File: src/hw/rtl/bpr_pkg.sv
// ----------------------------------------------------------------------------
// bpr_pkg: shared types and constants of the byte pattern replacer
// Sizes, register indexes, the configuration bundle and the command word
// that travels from the front end to the output sequencer.
// ----------------------------------------------------------------------------
package bpr_pkg;

   // Longest search or replacement pattern, in bytes (1 to 8).
   localparam int MAX_BYTES = 8;
   // Length fields of the registers are 4 bits wide.
   localparam int LEN_W = 4;
   localparam int IDX_W = (MAX_BYTES > 1) ? $clog2(MAX_BYTES) : 1;

   localparam int PAT_W = 64;
   localparam int LIMIT_W = 32;

   // Command queue between front end and output sequencer.
   localparam int QDEPTH = 4;
   localparam int QPTR_W = (QDEPTH > 1) ? $clog2(QDEPTH) : 1;
   localparam int QCNT_W = $clog2(QDEPTH + 1);

   // Configuration port.
   localparam int CSR_IDX_W = 3;
   localparam int CSR_DATA_W = 64;

   localparam logic [CSR_IDX_W-1:0] CSR_OLD_PATTERN      = 3'd0;
   localparam logic [CSR_IDX_W-1:0] CSR_OLD_LENGTH       = 3'd1;
   localparam logic [CSR_IDX_W-1:0] CSR_NEW_PATTERN      = 3'd2;
   localparam logic [CSR_IDX_W-1:0] CSR_NEW_LENGTH       = 3'd3;
   localparam logic [CSR_IDX_W-1:0] CSR_CASE_SENSITIVE   = 3'd4;
   localparam logic [CSR_IDX_W-1:0] CSR_MAX_REPLACEMENTS = 3'd5;

   // Result sideband bits in rsp_tuser.
   localparam int USER_W = 3;

   typedef struct packed {
      logic [PAT_W-1:0]   old_pattern;
      logic [LEN_W-1:0]   old_length;
      logic [PAT_W-1:0]   new_pattern;
      logic [LEN_W-1:0]   new_length;
      logic               case_sensitive;
      logic [LIMIT_W-1:0] max_replacements;
   } bpr_cfg_type;

   // One group of output bytes that share their flags.
   typedef struct packed {
      logic [MAX_BYTES-1:0][7:0] bytes;     // byte 0 goes out first
      logic [LEN_W-1:0]          count;     // 1 .. MAX_BYTES
      logic                      replaced;
      logic                      limit;
      logic                      last;      // group ends the run of its input
      logic                      done;      // group ends the stream
   } bpr_cmd_type;

endpackage

File: src/hw/rtl/bpr_front.sv
// ----------------------------------------------------------------------------
// bpr_front: window, matcher and replacement counter
// Accepts input bytes into the window and, while the queue has room, compares
// the window front with the search pattern and pushes at most one group per cycle.
// ----------------------------------------------------------------------------
module bpr_front import bpr_pkg::*; (
   input  logic        clock,
   input  logic        reset,
   input  bpr_cfg_type cfg,
   input  logic        req_tvalid,
   output logic        req_tready,
   input  logic [7:0]  req_tdata,
   input  logic        req_tlast,
   output logic        push_valid,
   output bpr_cmd_type push_cmd,
   input  logic        q_full
);

   typedef enum logic {ST_ACCEPT, ST_BUSY} state_type;

   state_type          state_ff, state_in;
   logic [7:0]         win_ff [MAX_BYTES];
   logic [7:0]         win_in [MAX_BYTES];
   logic [LEN_W-1:0]   fill_ff, fill_in;
   logic               eos_ff, eos_in;
   logic [LIMIT_W-1:0] rcount_ff, rcount_in;
   logic               limit_ff, limit_in;

   logic [7:0]       cur [MAX_BYTES];
   logic [7:0]       rep [MAX_BYTES];
   logic [7:0]       shf [MAX_BYTES];
   logic [LEN_W-1:0] cur_fill, len, step, rest;
   logic [LEN_W:0]   src;
   logic [7:0]       nb;
   logic             cur_eos, enable, take, work, iter, match, blocked, hit, skip, cont;

   function automatic logic is_upper(input logic [7:0] c);
      return (c >= 8'h41) && (c <= 8'h5A);
   endfunction

   function automatic logic [7:0] to_lower(input logic [7:0] c);
      return is_upper(c) ? (c + 8'd32) : c;
   endfunction

   function automatic logic [7:0] to_upper(input logic [7:0] c);
      return ((c >= 8'h61) && (c <= 8'h7A)) ? (c - 8'd32) : c;
   endfunction

   always_comb begin
      enable = (cfg.old_length != '0) && (cfg.old_length <= LEN_W'(MAX_BYTES)) &&
               (cfg.new_length != '0) && (cfg.new_length <= cfg.old_length);
      len = enable ? cfg.old_length : LEN_W'(1);

      req_tready = (state_ff == ST_ACCEPT) && !q_full;
      take = req_tready && req_tvalid;
      work = take || ((state_ff == ST_BUSY) && !q_full);

      // Append the incoming byte, or keep working on the held window.
      if (state_ff == ST_ACCEPT) begin
         for (int i = 0; i < MAX_BYTES; i++) begin
            cur[i] = (fill_ff == LEN_W'(i)) ? req_tdata : win_ff[i];
         end
         cur_fill = fill_ff + LEN_W'(1);
         cur_eos = req_tlast;
      end else begin
         cur = win_ff;
         cur_fill = fill_ff;
         cur_eos = eos_ff;
      end

      iter = (cur_fill != '0) && (cur_fill >= len);

      match = enable;
      for (int i = 0; i < MAX_BYTES; i++) begin
         if (LEN_W'(i) < len) begin
            if (cfg.case_sensitive) begin
               if (cur[i] != cfg.old_pattern[8*i +: 8]) match = 1'b0;
            end else begin
               if (to_lower(cur[i]) != to_lower(cfg.old_pattern[8*i +: 8])) match = 1'b0;
            end
         end
      end

      blocked = (cfg.max_replacements != '0) && (rcount_ff >= cfg.max_replacements);
      hit = iter && match && !blocked;
      skip = iter && match && blocked;

      // Overwrite the start of the match, copying letter case if asked.
      nb = '0;
      for (int i = 0; i < MAX_BYTES; i++) begin
         if (LEN_W'(i) < cfg.new_length) begin
            nb = cfg.new_pattern[8*i +: 8];
            if (!cfg.case_sensitive) begin
               nb = is_upper(cur[i]) ? to_upper(nb) : to_lower(nb);
            end
            rep[i] = nb;
         end else begin
            rep[i] = cur[i];
         end
      end

      // Drop the sent bytes off the window front.
      step = hit ? len : LEN_W'(1);
      src = '0;
      for (int i = 0; i < MAX_BYTES; i++) begin
         src = (LEN_W+1)'(i) + {1'b0, step};
         shf[i] = (src < (LEN_W+1)'(MAX_BYTES)) ? cur[src[IDX_W-1:0]] : cur[i];
      end

      if (iter) begin
         rest = cur_fill - step;
      end else if (cur_eos) begin
         rest = '0;
      end else begin
         rest = cur_fill;
      end
      cont = iter && (rest != '0) && (rest >= len);

      push_valid = work && (iter || (cur_eos && (cur_fill != '0)));
      for (int i = 0; i < MAX_BYTES; i++) begin
         push_cmd.bytes[i] = hit ? rep[i] : cur[i];
      end
      push_cmd.count = iter ? step : cur_fill;
      push_cmd.replaced = hit;
      push_cmd.limit = limit_ff | skip;
      push_cmd.last = iter ? (!cont && (!cur_eos || (rest == '0))) : 1'b1;
      push_cmd.done = push_cmd.last && cur_eos;

      state_in = state_ff;
      win_in = win_ff;
      fill_in = fill_ff;
      eos_in = eos_ff;
      rcount_in = rcount_ff;
      limit_in = limit_ff;
      if (work) begin
         // Stay busy while more groups or a flush remain for this transfer.
         state_in = (cont || (iter && cur_eos && (rest != '0))) ? ST_BUSY : ST_ACCEPT;
         if (iter) begin
            win_in = shf;
         end else begin
            win_in = cur;
         end
         fill_in = rest;
         eos_in = cur_eos;
         rcount_in = rcount_ff + LIMIT_W'(hit);
         limit_in = limit_ff | skip;
      end
   end

   always_ff @(posedge clock) begin
      if (reset) begin
         state_ff <= ST_ACCEPT;
         fill_ff <= '0;
         eos_ff <= 1'b0;
         rcount_ff <= '0;
         limit_ff <= 1'b0;
      end else begin
         state_ff <= state_in;
         fill_ff <= fill_in;
         eos_ff <= eos_in;
         rcount_ff <= rcount_in;
         limit_ff <= limit_in;
      end
      win_ff <= win_in;
   end

   a_no_push_when_full: assert property (@(posedge clock) disable iff (reset)
      q_full |-> !push_valid)
      else $error("front pushed into a full queue");

   a_room_to_append: assert property (@(posedge clock) disable iff (reset)
      (state_ff == ST_ACCEPT) |-> (fill_ff < LEN_W'(MAX_BYTES)))
      else $error("window full while accepting");

   a_count_range: assert property (@(posedge clock) disable iff (reset)
      push_valid |-> ((push_cmd.count != '0) && (push_cmd.count <= LEN_W'(MAX_BYTES))))
      else $error("pushed group with bad byte count");

   a_done_is_last: assert property (@(posedge clock) disable iff (reset)
      (push_valid && push_cmd.done) |-> push_cmd.last)
      else $error("stream end on a group that does not end its run");

endmodule

File: src/hw/rtl/bpr_queue.sv
// ----------------------------------------------------------------------------
// bpr_queue: command queue
// Short first-in first-out buffer of output groups between the front end
// and the output sequencer; the head is visible without a pop.
// ----------------------------------------------------------------------------
module bpr_queue import bpr_pkg::*; (
   input  logic        clock,
   input  logic        reset,
   input  logic        push_valid,
   input  bpr_cmd_type push_cmd,
   output logic        q_full,
   input  logic        pop,
   output bpr_cmd_type head,
   output logic        q_empty
);

   bpr_cmd_type       mem_ff [QDEPTH];
   logic [QPTR_W-1:0] wr_ff, wr_in, rd_ff, rd_in;
   logic [QCNT_W-1:0] cnt_ff, cnt_in;
   logic              do_push, do_pop;

   always_comb begin
      q_full = (cnt_ff == QCNT_W'(QDEPTH));
      q_empty = (cnt_ff == '0);
      head = mem_ff[rd_ff];
      do_push = push_valid && !q_full;
      do_pop = pop && !q_empty;

      wr_in = wr_ff;
      if (do_push) begin
         wr_in = (wr_ff == QPTR_W'(QDEPTH - 1)) ? '0 : wr_ff + QPTR_W'(1);
      end
      rd_in = rd_ff;
      if (do_pop) begin
         rd_in = (rd_ff == QPTR_W'(QDEPTH - 1)) ? '0 : rd_ff + QPTR_W'(1);
      end
      cnt_in = cnt_ff + QCNT_W'(do_push) - QCNT_W'(do_pop);
   end

   always_ff @(posedge clock) begin
      if (reset) begin
         wr_ff <= '0;
         rd_ff <= '0;
         cnt_ff <= '0;
      end else begin
         wr_ff <= wr_in;
         rd_ff <= rd_in;
         cnt_ff <= cnt_in;
      end
      if (do_push) begin
         mem_ff[wr_ff] <= push_cmd;
      end
   end

endmodule

File: src/hw/rtl/bpr_back.sv
// ----------------------------------------------------------------------------
// bpr_back: output sequencer
// Walks the bytes of the queue head into the result register one per cycle
// while rsp is not stalled, and pops the group after its final byte.
// ----------------------------------------------------------------------------
module bpr_back import bpr_pkg::*; (
   input  logic              clock,
   input  logic              reset,
   input  bpr_cmd_type       head,
   input  logic              q_empty,
   output logic              pop,
   output logic              rsp_tvalid,
   input  logic              rsp_tready,
   output logic [7:0]        rsp_tdata,
   output logic              rsp_tlast,
   output logic [USER_W-1:0] rsp_tuser
);

   logic [IDX_W-1:0]  idx_ff, idx_in;
   logic              rsp_tvalid_ff, rsp_tvalid_in;
   logic [7:0]        rsp_tdata_ff, rsp_tdata_in;
   logic              rsp_tlast_ff, rsp_tlast_in;
   logic [USER_W-1:0] rsp_tuser_ff, rsp_tuser_in;
   logic [LEN_W-1:0]  pos_next;
   logic              emit, final_byte;

   always_comb begin
      emit = !q_empty && (!rsp_tvalid_ff || rsp_tready);
      pos_next = LEN_W'(idx_ff) + LEN_W'(1);
      final_byte = (pos_next == head.count);
      pop = emit && final_byte;

      idx_in = idx_ff;
      rsp_tvalid_in = rsp_tvalid_ff && !rsp_tready;
      rsp_tdata_in = rsp_tdata_ff;
      rsp_tlast_in = rsp_tlast_ff;
      rsp_tuser_in = rsp_tuser_ff;
      if (emit) begin
         idx_in = final_byte ? '0 : idx_ff + IDX_W'(1);
         rsp_tvalid_in = 1'b1;
         rsp_tdata_in = head.bytes[idx_ff];
         rsp_tlast_in = final_byte && head.last;
         rsp_tuser_in = {head.limit, head.replaced, final_byte && head.done};
      end
   end

   always_ff @(posedge clock) begin
      if (reset) begin
         idx_ff <= '0;
         rsp_tvalid_ff <= 1'b0;
      end else begin
         idx_ff <= idx_in;
         rsp_tvalid_ff <= rsp_tvalid_in;
      end
      rsp_tdata_ff <= rsp_tdata_in;
      rsp_tlast_ff <= rsp_tlast_in;
      rsp_tuser_ff <= rsp_tuser_in;
   end

   assign rsp_tvalid = rsp_tvalid_ff;
   assign rsp_tdata = rsp_tdata_ff;
   assign rsp_tlast = rsp_tlast_ff;
   assign rsp_tuser = rsp_tuser_ff;

   a_pop_not_empty: assert property (@(posedge clock) disable iff (reset)
      pop |-> !q_empty)
      else $error("pop from an empty queue");

   a_idx_idle: assert property (@(posedge clock) disable iff (reset)
      q_empty |-> (idx_ff == '0))
      else $error("byte index left over with empty queue");

   a_idx_in_group: assert property (@(posedge clock) disable iff (reset)
      !q_empty |-> (LEN_W'(idx_ff) < head.count))
      else $error("byte index beyond group");

   a_done_with_last: assert property (@(posedge clock) disable iff (reset)
      (rsp_tvalid && rsp_tuser[0]) |-> rsp_tlast)
      else $error("stream end without run end");

endmodule

File: src/hw/rtl/byte_pattern_replacer_core.sv
// ----------------------------------------------------------------------------
// byte_pattern_replacer_core: streaming search and replace of one pattern
// Replaces the leftmost non-overlapping occurrences of a configured byte
// pattern, optionally case-insensitive, with a sticky replacement limit.
//
//   Channel   Direction  Payload
//   req_*     in         tdata = data_byte, tlast = end_of_stream
//   rsp_*     out        tdata = out_byte, tlast = last_of_run,
//                        tuser = {limit_reached, was_replaced, stream_done}
//   csr_*     in         wen, index (register number), wdata
//
// One input byte per cycle is taken while the front end is not busy and the
// command queue has room; the front end compares the window once per cycle,
// and the output sequencer sends one byte per cycle unless rsp is stalled.
// End of stream adds a front-end flush step when the final compare leaves
// bytes behind; a window left from longer settings drains one group per
// cycle, while the queue has room, before the next transfer.
// An input transfer reaches rsp through a queue entry, then the result register.
// Synchronous reset clears control state and loads register defaults.
// A stalled rsp side fills the four-entry queue, then req_tready drops.
// ----------------------------------------------------------------------------
module byte_pattern_replacer_core import bpr_pkg::*; (
   input  logic                  clock,
   input  logic                  reset,
   input  logic                  req_tvalid,
   output logic                  req_tready,
   input  logic [7:0]            req_tdata,   // [7:0] data_byte
   input  logic                  req_tlast,
   output logic                  rsp_tvalid,
   input  logic                  rsp_tready,
   output logic [7:0]            rsp_tdata,   // [7:0] out_byte
   output logic                  rsp_tlast,
   output logic [USER_W-1:0]     rsp_tuser,   // [0] stream_done [1] was_replaced
                                              // [2] limit_reached
   input  logic                  csr_wen,
   input  logic [CSR_IDX_W-1:0]  csr_index,
   input  logic [CSR_DATA_W-1:0] csr_wdata
);

   bpr_cfg_type cfg_ff, cfg_in;
   bpr_cmd_type push_cmd, head;
   logic        push_valid, q_full, q_empty, pop;

   always_comb begin
      cfg_in = cfg_ff;
      if (csr_wen) begin
         unique case (csr_index)
            CSR_OLD_PATTERN:      cfg_in.old_pattern = csr_wdata[PAT_W-1:0];
            CSR_OLD_LENGTH:       cfg_in.old_length = csr_wdata[LEN_W-1:0];
            CSR_NEW_PATTERN:      cfg_in.new_pattern = csr_wdata[PAT_W-1:0];
            CSR_NEW_LENGTH:       cfg_in.new_length = csr_wdata[LEN_W-1:0];
            CSR_CASE_SENSITIVE:   cfg_in.case_sensitive = csr_wdata[0];
            CSR_MAX_REPLACEMENTS: cfg_in.max_replacements = csr_wdata[LIMIT_W-1:0];
            default: begin
               // drop writes to unused indexes
               cfg_in = cfg_ff;
            end
         endcase
      end
   end

   always_ff @(posedge clock) begin
      if (reset) begin
         cfg_ff.old_pattern <= '0;
         cfg_ff.old_length <= '0;
         cfg_ff.new_pattern <= '0;
         cfg_ff.new_length <= '0;
         cfg_ff.case_sensitive <= 1'b1;
         cfg_ff.max_replacements <= '0;
      end else begin
         cfg_ff <= cfg_in;
      end
   end

   bpr_front u_front (
      .clock      (clock),
      .reset      (reset),
      .cfg        (cfg_ff),
      .req_tvalid (req_tvalid),
      .req_tready (req_tready),
      .req_tdata  (req_tdata),
      .req_tlast  (req_tlast),
      .push_valid (push_valid),
      .push_cmd   (push_cmd),
      .q_full     (q_full)
   );

   bpr_queue u_queue (
      .clock      (clock),
      .reset      (reset),
      .push_valid (push_valid),
      .push_cmd   (push_cmd),
      .q_full     (q_full),
      .pop        (pop),
      .head       (head),
      .q_empty    (q_empty)
   );

   bpr_back u_back (
      .clock      (clock),
      .reset      (reset),
      .head       (head),
      .q_empty    (q_empty),
      .pop        (pop),
      .rsp_tvalid (rsp_tvalid),
      .rsp_tready (rsp_tready),
      .rsp_tdata  (rsp_tdata),
      .rsp_tlast  (rsp_tlast),
      .rsp_tuser  (rsp_tuser)
   );

endmodule

File: config.mk
export PLATFORM = sky130hd
export DESIGN_NAME = byte_pattern_replacer_core
export DESIGN_NICKNAME = d
export VERILOG_FILES = /design/src/hw/rtl/bpr_pkg.sv /design/src/hw/rtl/bpr_front.sv /design/src/hw/rtl/bpr_queue.sv /design/src/hw/rtl/bpr_back.sv /design/src/hw/rtl/byte_pattern_replacer_core.sv
export SDC_FILE = /design/constraint.sdc
export NUM_CORES = 1
export LEC_CHECK = 0
export BUFFER_PORTS_ARGS = -buffer_cell sky130_fd_sc_hd__buf_2
export CAP_MARGIN = 20
export CORE_UTILIZATION = 46
export CTS_CLUSTER_SIZE = 10
export DETAILED_ROUTE_END_ITERATION = 10
export GPL_ROUTABILITY_DRIVEN = 0
export PLACE_DENSITY = 0.61
export REMOVE_ABC_BUFFERS = 1
export SETUP_SLACK_MARGIN = 0.2
export SKIP_LAST_GASP = 1
export SYNTH_ARGS = -nofsm -noshare
export SYNTH_HDL_FRONTEND = slang
export SYNTH_HIERARCHICAL = 1
export SYNTH_SLANG_ARGS = --single-unit
File: constraint.sdc
create_clock -name clock -period 17.5 [get_ports clock]
set_input_delay 1.75 -clock clock [delete_from_list [all_inputs] [get_ports clock]]
set_output_delay 1.75 -clock clock [all_outputs]
set_load 0.005 [all_outputs]
==> flow_metrics.py <==
metrics = {
    "finish": {
        "regArea_um2": 15400,
        "fill_cells": 6391,
        "drive_above_1_share": 0.155,
        "fin_cells": 4033,
        "mostFrequentLayoutCells": "edfxtp_1 (364), mux2i_1 (314), nand2b_1 (239), dfxtp_1 (218), nand2_1 (194)",
        "area_growth_pct": 10.2,
        "final_nets": 3211,
        "final_util": 0.512,
        "mostFrequentLayoutCell": "edfxtp_1",
        "multiInputGateArea_um2": 17300,
    },
    "cts": {
        "clock_latency_ns": 0.64,
        "h-tree-depth": 3,
        "cts.sinks": 585,
        "hold_buffers": 0,
        "postCtsSetupBuffers": 0,
        "clockRootBuffer": "clkbuf_16",
        "clk_path_buf_depth": 3,
        "cts_buffers": 72,
        "path_clk_slew_ns": 0.06,
        "post_cts_resized": 0,
        "cts_tree": "built",
    },
    "synth": {
        "synthCells": 2972,
        "avgSynthCellArea_um2": 11.4,
        "synthFlopType": "edfxtp_1",
        "synth_edf_count": 364,
        "synth-simple-area-share": 0.142,
        "syn_area_um2": 33900,
        "synth.top_cell.area_share": 0.322,
        "ys_ff_latch": 585,
        "synth_compound_area_frac": 0.0874,
        "synth_xor_area_frac": 0.0322,
        "yosysSeqAreaShare": 0.453,
        "synth_top_cells_by_area": "edfxtp_1 (32%), dfxtp_1 (13%), mux2i_1 (9.3%)",
        "yosys_warnings": 6,
        "synth_fa_ha_area_frac": 0.0410,
        "synth_largest_area_cell": "edfxtp_1",
        "async_reset_ff_frac": 0,
        "synthMuxAreaShare": 0.206,
        "synth_top_family_by_area": "multiplexers",
        "synth_cell_types": 112,
    },
    "critical_path": {
        "crit_chain": "inv_1, ha_1, and4b_1, a211oi_1, o221a_2, o21ai_0, or2_2, ha_1, nand2b_1, a21o_1, a21o_1, a21oi_1, or4b_1, a211oi_1, o21ai_1, or4_1, or4_1, ha_1, fa_1, xor2_1, o21ai_0, or4b_2, o21ai_0, and2_1",
        "arrival_ns": 8.90,
        "crit_start": "cfg_ff[103]",
        "critPathBufInv": 1,
        "crit_fanout": 13,
        "cp_slowest_stage_delay_ns": 0.93,
        "path_delay_family": "simple AND/OR/NAND/NOR gates",
        "r2r_slack_ns": 9.05,
        "regToRegEndpoint": "u_queue/mem_ff[0][0]",
        "path_depth": 24,
        "rr_worst_depth": 24,
        "cp-start-kind": "register",
        "worstSetupPathType": "register to register",
        "crit_path_end_kind": "register",
        "r2r_start": "cfg_ff[103]",
        "cp-endpoint": "u_queue/mem_ff[0][0]",
        "worstPathRequired_ns": 17.95,
        "crit_slowest_cell": "or4_1",
    },
    "floorplan": {
        "die_h_um": 274,
        "die_w_um": 274,
        "placementRows": 99,
        "dieArea_um2": 74800,
        "initial_utilization": 0.465,
        "io_pins": 95,
        "core_region_area_um2": 73000,
    },
    "power": {
        "switchingPower_mw": 2.34,
        "internal-power_mw": 3.76,
        "p_leak_nw": 14.1,
        "switching_share": 0.383,
        "ir_drop_uv": 107,
        "clockPowerShare": 0.231,
        "pwr-share-comb": 0.414,
        "power_density_nw_per_um2": 163,
        "share_seq_of_total_power": 0.355,
    },
    "global_routing": {
        "antenna_found_initial": 5,
        "grt_max_degree": 112,
        "grt_overflow": 0,
        "grt.total_usage": 0.274,
        "grt_pass1_vias": 24379,
        "grt_pass1_wl_um": 153000,
    },
    "sta": {
        "slew_headroom": 0.151,
        "hold_ws_ns": 0.492,
        "max_freq_mhz": 118,
        "drv_slew": 0,
        "worst_slew_pin_slew_ns": 1.26,
        "layout_min_cycle_time_ns": 8.45,
        "period_share": 0.483,
        "finClkSkew_ns": 0.0396,
        "fin_ws_ns": 9.05,
        "hold_viol": 0,
        "setup_viol": 0,
        "fin_setup_tns_ns": 0,
        "rsz0062_at_grt": "false",
    },
    "hold_path": {
        "min_path_type": "register to register",
    },
    "route": {
        "drt_first_pass_iters": 6,
        "vias": 24852,
        "ant_nets": 0,
        "drt_iter0_drc": 2698,
        "routed_wl_um": 103000,
        "drc": 0,
        "viasPerCell": 6.16,
        "wl_per_cell_um": 25.5,
    },
    "status": {
        "status": "completed",
    },
    "placement": {
        "post-place-ws_ns": 8.95,
        "io_buffer_count": 94,
        "dpl.hpwl_um": 74400,
        "dp.cells": 3903,
    },
    "run": {
        "max_cap_violations": 0,
    },
}
==> registers in the layout, summed over array words and instances, names as in the netlist, 3 cells and up, named ones only <==
register,count
u_queue/mem_ff,288
cfg_ff,169
u_front/win_ff,64
u_front/rcount_ff,32
u_back/rsp_tdata,8
u_front/fill_ff,4
u_back/idx_ff,3
u_back/rsp_tuser,3
u_queue/cnt_ff,3
==> tightest hold or removal path, stage by stage (launching register included) <==
cell and delay, ns:
dfxtp_1 0.31, nand2b_1 0.07, mux2i_1 0.06
==> cell usage after synthesis, drive strengths merged (8+ instances only) <==
cell type  number
a2111oi         9
a211o           9
a211oi         20
a21o           34
a21oi         118
a221oi          9
a311oi          8
a31oi          14
and2           22
and3           17
buf            79
clkbuf         77
dfxtp         221
edfxtp        364
ha            108
inv           132
mux2           75
mux2i         324
mux4          123
nand2         195
nand2b        239
nand3          51
nand4          15
nor2          182
nor2b          11
nor3           44
nor4           32
nor4b           9
o211ai         20
o21ai          91
o22ai          20
o31ai          11
or2            12
or3            11
or4            15
xnor2          75
xor2           47
==> power by group through the flow <==
stage               combinational, mW  clock [mW]  sequential, mW
detailed placement               2.46           0            2.18
global route                     2.67        1.49            2.19
floorplan                        1.60           0            2.12
global placement                 2.40           0            2.17
finish                           2.52        1.41            2.16
CTS                              2.47        1.44            2.16
==> stage by stage <==
stage               total power, mW  area [µm²]
global route                   6.35       37400
floorplan                      3.73       33100
detailed placement             4.64       35100
CTS                            6.06       37300
finish                         6.10       37400
global placement               4.57       35100
==> worst min-delay path by stage <==
stage / start / slack [ns] / depth (start not counted) / to
after floorplan: u_front/rcount_ff[31] / 0.46 / 2 / u_front/rcount_ff[31]
after global placement: u_queue/rd_ff[0] / 0.47 / 2 / register
after detailed placement: cfg_ff[22] / 0.48 / 2 / cfg_ff[22]
after CTS: u_queue/rd_ff[0] / 0.50 / 2 / register
after global routing: cfg_ff[1] / 0.52 / 2 / cfg_ff[1]
final: cfg_ff[7] / 0.49 / 2 / cfg_ff[7]
==> final cells by class <==
class	count	area share
diodes	2	0.000134
clock buffers	116	0.0568
clock inverters	10	0.00288
inverters	135	0.0136
multi-input cells	2096	0.463
flip-flops and latches	585	0.411
well taps	959	0.0321
repair buffers	130	0.0204
==> kinds of logic after synthesis <==
| logic type | Yosys count |
|---|---|
| AO/OA/AOI/OAI | 446 |
| flip-flops | 585 |
| buffers and inverters | 291 |
| adder cells (fa/ha/maj) | 110 |
| XOR/XNOR | 123 |
| multiplexers | 522 |
| AND/OR/NAND/NOR | 895 |
==> layer usage <==
metal	wire, µm	global-route usage
met5	0	0
met2	45900	0.422
met4	4780	0.129
met1	43100	0.371
met3	9250	0.0543
Note: power is estimated with default switching activity, not from simulation.
